<file path="config.mk">
export PLATFORM = sky130hd
export DESIGN_NAME = arp_cache_and_responder
export DESIGN_NICKNAME = d
export VERILOG_FILES = /design/src/rtl/arpc_pkg.sv /design/src/rtl/arpc_table.sv /design/src/rtl/arpc_ctrl.sv /design/src/rtl/arp_cache_and_responder.sv
export SDC_FILE = /design/constraint.sdc
export NUM_CORES = 2
export LEC_CHECK = 0
export ABC_CLOCK_PERIOD_IN_PS = 9700
export BUFFER_PORTS_ARGS = -buffer_cell sky130_fd_sc_hd__buf_2
export CAP_MARGIN = 20
export CORE_UTILIZATION = 35
export CTS_BUF_LIST = sky130_fd_sc_hd__clkbuf_8
export DETAILED_ROUTE_END_ITERATION = 10
export GPL_ROUTABILITY_DRIVEN = 0
export GPL_TIMING_DRIVEN = 0
export PLACE_DENSITY_LB_ADDON = 0.25
export SLEW_MARGIN = 20
export SYNTH_ARGS = -nofsm -noshare
export SYNTH_HDL_FRONTEND = slang
export SYNTH_SLANG_ARGS = --single-unit
</file>
<file path="constraint.sdc">
create_clock -name clk -period 9.7 [get_ports clk]
set_input_delay 1.94 -clock clk [delete_from_list [all_inputs] [get_ports clk]]
set_output_delay 1.94 -clock clk [all_outputs]
set_load 0.01 [all_outputs]
</file>
<file path="src/rtl/arpc_pkg.sv">
// arpc_pkg: shared types, codes and sizes for the arp cache and responder
package arpc_pkg;

  localparam int TABLE_ENTRIES = 16;
  localparam int IDX_W = (TABLE_ENTRIES > 1) ? $clog2(TABLE_ENTRIES) : 1;

  localparam logic [1:0] OP_LOOKUP  = 2'd0;
  localparam logic [1:0] OP_PACKET  = 2'd1;
  localparam logic [1:0] OP_SEND    = 2'd2;

  localparam logic [2:0] KIND_NOTHING = 3'd0;
  localparam logic [2:0] KIND_HIT     = 3'd1;
  localparam logic [2:0] KIND_MISS    = 3'd2;
  localparam logic [2:0] KIND_REPLY   = 3'd3;
  localparam logic [2:0] KIND_REQUEST = 3'd4;

  localparam logic [15:0] ARP_MIN_LEN    = 16'd28;
  localparam logic [15:0] HW_ETHERNET    = 16'h0001;
  localparam logic [15:0] PROTO_IPV4     = 16'h0800;
  localparam logic [15:0] OPCODE_REQUEST = 16'h0001;
  localparam logic [47:0] MAC_BCAST      = 48'hFFFF_FFFF_FFFF;

  localparam logic CFG_OWN_IP  = 1'b0;

  typedef struct packed {
    logic [1:0]  op;
    logic [15:0] hw_type;
    logic [15:0] ptype;
    logic [15:0] arp_opcode;
    logic [47:0] src_mac;
    logic [31:0] src_ip;
    logic [31:0] dst_ip;
    logic [15:0] packet_len;
  } in_item_t;

  typedef struct packed {
    logic [2:0]  kind;
    logic [47:0] dest_mac;
    logic [47:0] found_mac;
    logic [31:0] out_ip;
  } out_item_t;

  typedef struct packed {
    logic             en;
    logic [IDX_W-1:0] idx;
    logic [31:0]      ip;
    logic [47:0]      mac;
  } tbl_wr_t;

  typedef struct packed {
    logic        hit;
    logic        free;
    logic [47:0] mac;
  } tbl_stat_t;

  typedef enum logic [1:0] {
    ST_IDLE,
    ST_SCAN,
    ST_WRITE,
    ST_DONE
  } state_t;

endpackage

</file>
<file path="src/rtl/arpc_table.sv">
// arpc_table: mapping table storage with the single entry compare unit
module arpc_table (
  input  logic                    clk,
  input  logic                    rst_n,
  input  logic [arpc_pkg::IDX_W-1:0] rd_idx,
  input  logic [31:0]             key,
  input  arpc_pkg::tbl_wr_t       wr,
  output arpc_pkg::tbl_stat_t     stat
);

  logic [arpc_pkg::TABLE_ENTRIES-1:0] valid_r;
  logic [31:0] ip_r  [arpc_pkg::TABLE_ENTRIES];
  logic [47:0] mac_r [arpc_pkg::TABLE_ENTRIES];

  always_ff @(posedge clk) begin
    if (!rst_n) begin
      valid_r <= '0;
    end else if (wr.en) begin
      valid_r[wr.idx] <= 1'b1;
    end
  end

  always_ff @(posedge clk) begin
    if (wr.en) begin
      ip_r[wr.idx]  <= wr.ip;
      mac_r[wr.idx] <= wr.mac;
    end
  end

  // one entry compared per cycle
  always_comb begin
    stat.hit  = valid_r[rd_idx] && (ip_r[rd_idx] == key);
    stat.free = !valid_r[rd_idx];
    stat.mac  = mac_r[rd_idx];
  end

endmodule

</file>
<file path="src/rtl/arpc_ctrl.sv">
// arpc_ctrl: sequencer that scans the table, inserts mappings and forms results
module arpc_ctrl (
  input  logic                    clk,
  input  logic                    rst_n,
  input  logic                    in_valid,
  output logic                    in_ready,
  input  arpc_pkg::in_item_t      in_data,
  output logic                    out_valid,
  input  logic                    out_ready,
  output arpc_pkg::out_item_t     out_data,
  input  logic [31:0]             own_ip,
  output logic [arpc_pkg::IDX_W-1:0] tbl_idx,
  output logic [31:0]             tbl_key,
  output arpc_pkg::tbl_wr_t       tbl_wr,
  input  arpc_pkg::tbl_stat_t     tbl_stat
);

  localparam logic [arpc_pkg::IDX_W-1:0] LAST_IDX =
    arpc_pkg::IDX_W'(arpc_pkg::TABLE_ENTRIES - 1);

  arpc_pkg::state_t state_r, state_nxt;
  logic [arpc_pkg::IDX_W-1:0] idx_r, idx_nxt;
  arpc_pkg::in_item_t item_r;
  logic reply_r;
  logic hit_found_r;
  logic [arpc_pkg::IDX_W-1:0] hit_slot_r;
  logic [47:0] hit_mac_r;
  logic free_found_r;
  logic [arpc_pkg::IDX_W-1:0] free_slot_r;
  arpc_pkg::out_item_t res;
  arpc_pkg::out_item_t out_r;
  logic out_valid_r;

  logic in_xfer;
  logic pkt_ok;
  logic usable;
  logic scan_last;
  logic load;

  assign in_xfer = in_valid && in_ready;
  assign pkt_ok  = (in_data.packet_len >= arpc_pkg::ARP_MIN_LEN) &&
                   (in_data.hw_type == arpc_pkg::HW_ETHERNET) &&
                   (in_data.ptype == arpc_pkg::PROTO_IPV4);
  assign usable  = (in_data.src_ip != 32'd0) && (in_data.src_mac != 48'd0) &&
                   (in_data.src_mac != arpc_pkg::MAC_BCAST);
  assign scan_last = (idx_r == LAST_IDX) || tbl_stat.hit;

  // next state
  always_comb begin
    state_nxt = state_r;
    case (state_r)
      arpc_pkg::ST_IDLE: begin
        if (in_valid) begin
          if (in_data.op == arpc_pkg::OP_LOOKUP) begin
            state_nxt = arpc_pkg::ST_SCAN;
          end else if (in_data.op == arpc_pkg::OP_PACKET && pkt_ok && usable) begin
            state_nxt = arpc_pkg::ST_SCAN;
          end else begin
            state_nxt = arpc_pkg::ST_DONE;
          end
        end
      end
      arpc_pkg::ST_SCAN: begin
        if (scan_last) begin
          if (item_r.op == arpc_pkg::OP_LOOKUP) begin
            state_nxt = arpc_pkg::ST_DONE;
          end else begin
            state_nxt = arpc_pkg::ST_WRITE;
          end
        end
      end
      arpc_pkg::ST_WRITE: begin
        state_nxt = arpc_pkg::ST_DONE;
      end
      arpc_pkg::ST_DONE: begin
        if (!out_valid_r || out_ready) begin
          state_nxt = arpc_pkg::ST_IDLE;
        end
      end
      default: state_nxt = arpc_pkg::ST_IDLE;
    endcase
  end

  // outputs
  always_comb begin
    in_ready = 1'b0;
    load     = 1'b0;
    idx_nxt  = idx_r;
    tbl_wr.en  = 1'b0;
    tbl_wr.idx = '0;
    tbl_wr.ip  = item_r.src_ip;
    tbl_wr.mac = item_r.src_mac;
    if (hit_found_r) begin
      tbl_wr.idx = hit_slot_r;
    end else if (free_found_r) begin
      tbl_wr.idx = free_slot_r;
    end
    case (state_r)
      arpc_pkg::ST_IDLE: begin
        in_ready = 1'b1;
        idx_nxt  = '0;
      end
      arpc_pkg::ST_SCAN: begin
        if (scan_last) begin
          idx_nxt = '0;
        end else begin
          idx_nxt = idx_r + 1'b1;
        end
      end
      arpc_pkg::ST_WRITE: begin
        tbl_wr.en = 1'b1;
      end
      arpc_pkg::ST_DONE: begin
        load = !out_valid_r || out_ready;
      end
      default: begin
        idx_nxt = '0;
      end
    endcase
  end

  assign tbl_idx = idx_r;
  assign tbl_key = (item_r.op == arpc_pkg::OP_LOOKUP) ? item_r.dst_ip : item_r.src_ip;

  // result formation
  always_comb begin
    res = '0;
    case (item_r.op)
      arpc_pkg::OP_LOOKUP: begin
        res.kind      = hit_found_r ? arpc_pkg::KIND_HIT : arpc_pkg::KIND_MISS;
        res.found_mac = hit_found_r ? hit_mac_r : 48'd0;
        res.out_ip    = item_r.dst_ip;
      end
      arpc_pkg::OP_PACKET: begin
        if (reply_r) begin
          res.kind      = arpc_pkg::KIND_REPLY;
          res.dest_mac  = item_r.src_mac;
          res.found_mac = item_r.src_mac;
          res.out_ip    = item_r.src_ip;
        end
      end
      arpc_pkg::OP_SEND: begin
        res.kind     = arpc_pkg::KIND_REQUEST;
        res.dest_mac = arpc_pkg::MAC_BCAST;
        res.out_ip   = item_r.dst_ip;
      end
      default: res = '0;
    endcase
  end

  always_ff @(posedge clk) begin
    if (!rst_n) begin
      state_r     <= arpc_pkg::ST_IDLE;
      idx_r       <= '0;
      out_valid_r <= 1'b0;
    end else begin
      state_r <= state_nxt;
      idx_r   <= idx_nxt;
      if (load) begin
        out_valid_r <= 1'b1;
      end else if (out_ready) begin
        out_valid_r <= 1'b0;
      end
    end
  end

  always_ff @(posedge clk) begin
    if (in_xfer) begin
      item_r       <= in_data;
      reply_r      <= (in_data.op == arpc_pkg::OP_PACKET) && pkt_ok &&
                      (in_data.arp_opcode == arpc_pkg::OPCODE_REQUEST) &&
                      (in_data.dst_ip == own_ip);
      hit_found_r  <= 1'b0;
      free_found_r <= 1'b0;
    end else if (state_r == arpc_pkg::ST_SCAN) begin
      if (tbl_stat.hit) begin
        hit_found_r <= 1'b1;
        hit_slot_r  <= idx_r;
        hit_mac_r   <= tbl_stat.mac;
      end
      if (tbl_stat.free && !free_found_r) begin
        free_found_r <= 1'b1;
        free_slot_r  <= idx_r;
      end
    end
    if (load) begin
      out_r <= res;
    end
  end

  assign out_valid = out_valid_r;
  assign out_data  = out_r;

  a_busy_after_xfer: assert property (@(posedge clk) disable iff (!rst_n)
    in_xfer |=> state_r != arpc_pkg::ST_IDLE)
    else $error("sequencer stayed idle after an input transfer");

  a_write_only_packet: assert property (@(posedge clk) disable iff (!rst_n)
    state_r == arpc_pkg::ST_WRITE |-> item_r.op == arpc_pkg::OP_PACKET)
    else $error("table write for an item that is not a packet");

  a_idle_idx_zero: assert property (@(posedge clk) disable iff (!rst_n)
    state_r == arpc_pkg::ST_IDLE |-> idx_r == '0)
    else $error("scan index not rewound while idle");

  a_no_overwrite: assert property (@(posedge clk) disable iff (!rst_n)
    (out_valid_r && !out_ready) |=> (out_valid_r && $stable(out_r)))
    else $error("pending result overwritten");

endmodule

</file>
<file path="src/rtl/arp_cache_and_responder.sv">
// arp_cache_and_responder: top level of the arp cache and responder
//
//  channel | ports                          | direction
//  --------+--------------------------------+----------
//  input   | in_valid, in_ready, in_data    | in
//  result  | out_valid, out_ready, out_data | out
//  config  | cfg_we, cfg_index, cfg_wdata   | in
//
// lookup: idle, a scan of k table entries (stops at the first match, at most TABLE_ENTRIES), done
// usable packet: idle, scan, one table write, done (result); other items go from idle straight to done
// the scan compares one table entry per cycle in the shared compare unit
// reset clears the table valid bits at once; no clearing pass
// a new item is taken while a result waits; a stalled result holds the next one in done
module arp_cache_and_responder (
  input  logic                clk,
  input  logic                rst_n,
  input  logic                in_valid,
  output logic                in_ready,
  input  arpc_pkg::in_item_t  in_data,
  output logic                out_valid,
  input  logic                out_ready,
  output arpc_pkg::out_item_t out_data,
  input  logic                cfg_we,
  input  logic [1:0]          cfg_index,
  input  logic [47:0]         cfg_wdata
);

  logic [31:0] own_ip_r;
  logic [arpc_pkg::IDX_W-1:0] tbl_idx;
  logic [31:0] tbl_key;
  arpc_pkg::tbl_wr_t   tbl_wr;
  arpc_pkg::tbl_stat_t tbl_stat;

  always_ff @(posedge clk) begin
    if (!rst_n) begin
      own_ip_r <= '0;
    end else if (cfg_we && cfg_index == {1'b0, arpc_pkg::CFG_OWN_IP}) begin
      own_ip_r <= cfg_wdata[31:0];
    end
  end

  arpc_ctrl u_ctrl (
    .clk       (clk),
    .rst_n     (rst_n),
    .in_valid  (in_valid),
    .in_ready  (in_ready),
    .in_data   (in_data),
    .out_valid (out_valid),
    .out_ready (out_ready),
    .out_data  (out_data),
    .own_ip    (own_ip_r),
    .tbl_idx   (tbl_idx),
    .tbl_key   (tbl_key),
    .tbl_wr    (tbl_wr),
    .tbl_stat  (tbl_stat)
  );

  arpc_table u_table (
    .clk    (clk),
    .rst_n  (rst_n),
    .rd_idx (tbl_idx),
    .key    (tbl_key),
    .wr     (tbl_wr),
    .stat   (tbl_stat)
  );

endmodule
</file>
==> impl_metrics.py <==
metrics = {
    "status": {
        "outcome": "finished clean",
    },
    "synth": {
        "synth_area_sq_um": 64100,
        "synthTopCellsByCount": "edfxtp_1 (1,582), mux4_2 (327), mux2i_1 (147)",
        "synth_top_area_share_pct": 74.1,
        "synth.largest_area_cell": "edfxtp_1",
        "syn_avg_cell_area_sq_um": 20.4,
        "async_flop_share_pct": 0,
        "synth_adder_area_share_pct": 0.195,
        "synthMuxAreaShare_pct": 14.2,
        "syn_nets": 3391,
        "yosysMostFrequentCell": "edfxtp_1",
        "yosys-top-cells-area": "edfxtp_1 (74%), mux4_2 (11%), mux2i_1 (2.3%)",
        "ys_seq_elements": 1643,
        "synthSimpleGateAreaFrac_pct": 3.52,
        "synthFlopType": "edfxtp_1",
        "synth_compound_area_share_pct": 3.80,
        "ys_seq_area_share_pct": 76.0,
        "synth_warnings": 0,
        "ys_types": 82,
        "netlist_instances": 3148,
        "synth_top_family_by_area": "multiplexers",
        "synth_xor_area_share_pct": 0.875,
        "synth_edf_count": 1582,
    },
    "sta": {
        "finalCritPeriodShare_pct": 57.0,
        "worst_pin_slew_ps": 1210,
        "drv_slew": 0,
        "tns_ps": 0,
        "setup_violations": 0,
        "fin_skew_ps": 91.4,
        "finalCriticalPeriod_ps": 5530,
        "fmax_mhz": 181,
        "relSlewSlack_pct": 19.0,
        "rsz0062_at_grt": "false",
        "finalHoldViolCount": 0,
    },
    "cells_and_area": {
        "drive_gt1_share_pct": 30.9,
        "fillers": 15800,
        "area_delta_synth_final_pct": 19.6,
        "fin_area_sq_um": 76600,
        "final_nets": 4149,
    },
    "floorplanning": {
        "fp.dieArea_sq_um": 185000,
        "start_util_pct": 35.3,
        "ios": 366,
        "fp.dieW_um": 430,
        "die_h_um": 430,
        "core-area_sq_um": 181000,
        "rows": 156,
    },
    "clocking": {
        "clkLatencyLatePin_ps": 1020,
        "clk_pin_slew_ps": 60,
        "post_cts_resize_count": 0,
        "cts_tree": "done",
        "post_cts_buffers": 0,
        "root_buffer": "clkbuf_8",
        "cts-hold-fix-buffers": 0,
        "clockBufferDepth": 4,
        "ctsHtreeMaxLevel": 5,
        "cts_buffers": 291,
        "cts_num_sinks": 1643,
    },
    "drt": {
        "viasPerCell": 5.50,
        "dr.pass1.iters": 5,
        "wl_per_cell_um": 32.2,
        "detail-route-antenna-nets": 0,
        "drt_wl_total_um": 208000,
        "drt_iter0_markers": 3399,
        "drc_errors": 0,
        "via_count": 35600,
    },
    "critical_path": {
        "crit_type": "register to register",
        "arrival_ps": 6200,
        "worst_ep_required_time_ps": 10370,
        "worstPathMaxFanout": 10,
        "start_kind": "register",
        "crit_path_end_kind": "register",
    },
    "global_route": {
        "grtUsageTotal_pct": 22.3,
        "grt_pass1_wl_um": 285000,
        "overflow": 0,
        "grt_max_degree": 67,
        "grt_pass1_vias": 36100,
        "antenna_found_initial": 15,
    },
    "place": {
        "portBuffers": 347,
        "dp_hpwl_um": 143000,
        "placed_cell_area_sq_um": 71600,
    },
    "flow_run": {
        "drv_cap": 0,
    },
    "pwr": {
        "p_per_area_nw_per_um2": 231,
        "ir_drop_mv": 0.131,
        "leakagePower_nw": 24.5,
    },
    "hold_path": {
        "hold_class": "register to register",
    },
}
[layer usage]
metal | wire [um] | track usage [%] | up-vias
li1 | - | - | 14600
met1 | 80800 | 27.6 | 19000
met2 | 105000 | 38.0 | 1593
met3 | 13100 | 4.04 | 380
met4 | 9070 | 9.72 | 0
met5 | 0 | 0 | -
[cells by family (layout without fill, tap and decap cells)]
family          count (synthesis)  count (layout)
simple gates                  429             429
flops                        1643            1643
other cells                     0               4
fa+ha+maj                      10              10
mux                           496             496
buf+inv                       179            1124
xor+xnor                       64              64
compound gates                327             327
[state kept, by name, summed over array words and instances, names as in the netlist, named ones only]
name                 cells
u_table.mac_r          768
u_table.ip_r           512
u_ctrl.out_data        131
u_ctrl.tbl_wr           80
u_ctrl.hit_mac_r        48
u_ctrl.item_r           34
own_ip_r                32
u_table.valid_r         16
u_ctrl.free_slot_r       4
u_ctrl.hit_slot_r        4
u_ctrl.tbl_idx           4
u_ctrl.state_r           2
u_ctrl.free_found_r      1
u_ctrl.hit_found_r       1
u_ctrl.out_valid         1
u_ctrl.reply_r           1
[power by group]
group / leakage (nW) / switching, mW / internal (mW)
clock network: 2.96 / 2.80 / 3.02
logic: 6.76 / 1.71 / 1.18
registers: 14.8 / 0.472 / 8.53
[placed cells by master, fill, tap and decap left out, types with 56 or more instances in the layout]
cell      count
edfxtp_1   1582
buf_2       372
mux4_2      327
clkbuf_8    306
mux2i_1     147
inv_1       113
nand2_1     106
clkbuf_1     77
nor2b_1      65
a21oi_1      62
nor2_1       61
dfxtp_1      61
buf_12       58
a22oi_1      57
a22o_1       56
[stage by stage]
step / utilization [%] / total power, mW / hold slack [ps] / cells / worst slack [ps]
3_3_place_gp: 37.9 / 12.0 / 430 / 5865 / -4010
4_1_cts: 42.3 / 17.8 / 452 / 6463 / 4350
5_1_grt: 42.3 / 18.3 / 470 / 6465 / 4120
3_5_place_dp: 39.5 / 12.0 / 440 / 5983 / 4420
2_1_floorplan: - / 10.6 / 424 / 3148 / 1260
6_report: 42.3 / 17.7 / 453 / 6467 / 4170
[final timing paths]
kind / from / to / slack, ps / cells after the start
setup / recovery: register / u_ctrl.hit_mac_r[9] / 4170 / 17
hold / removal: u_ctrl.tbl_idx[2] / u_ctrl.free_slot_r[2] / 450 / 0
setup reg to reg: register / u_ctrl.hit_mac_r[9] / 4170 / 17
hold reg to reg: u_ctrl.tbl_idx[2] / u_ctrl.free_slot_r[2] / 450 / 0
[layout make-up]
type                       count  area (sq um)  area share [%]
clock buffer                 306          4210            5.50
timing repair buffer         465          4310            5.62
sequential                  1643         48700            63.6
tap                         2370          2970            3.87
antenna                        4          10.0          0.0131
inverter                      14          60.1          0.0784
buffer                       165           878            1.15
clock inverter               174           837            1.09
multi-input combinational   1326         14600            19.1
[critical path: stages (launching register included)]
cell and delay (ps):
dfxtp_1 300, buf_2 270, buf_6 240, buf_4 260, buf_2 460, mux2i_1 250
o22ai_1 110, a221oi_1 700, nor3_1 140, nor4_1 280, nand2_1 90, nor4b_1 380
nand4_1 310, nor3_2 450, buf_4 280, buf_4 220, buf_6 170, buf_4 210
Power figures use the tool's default switching activity.
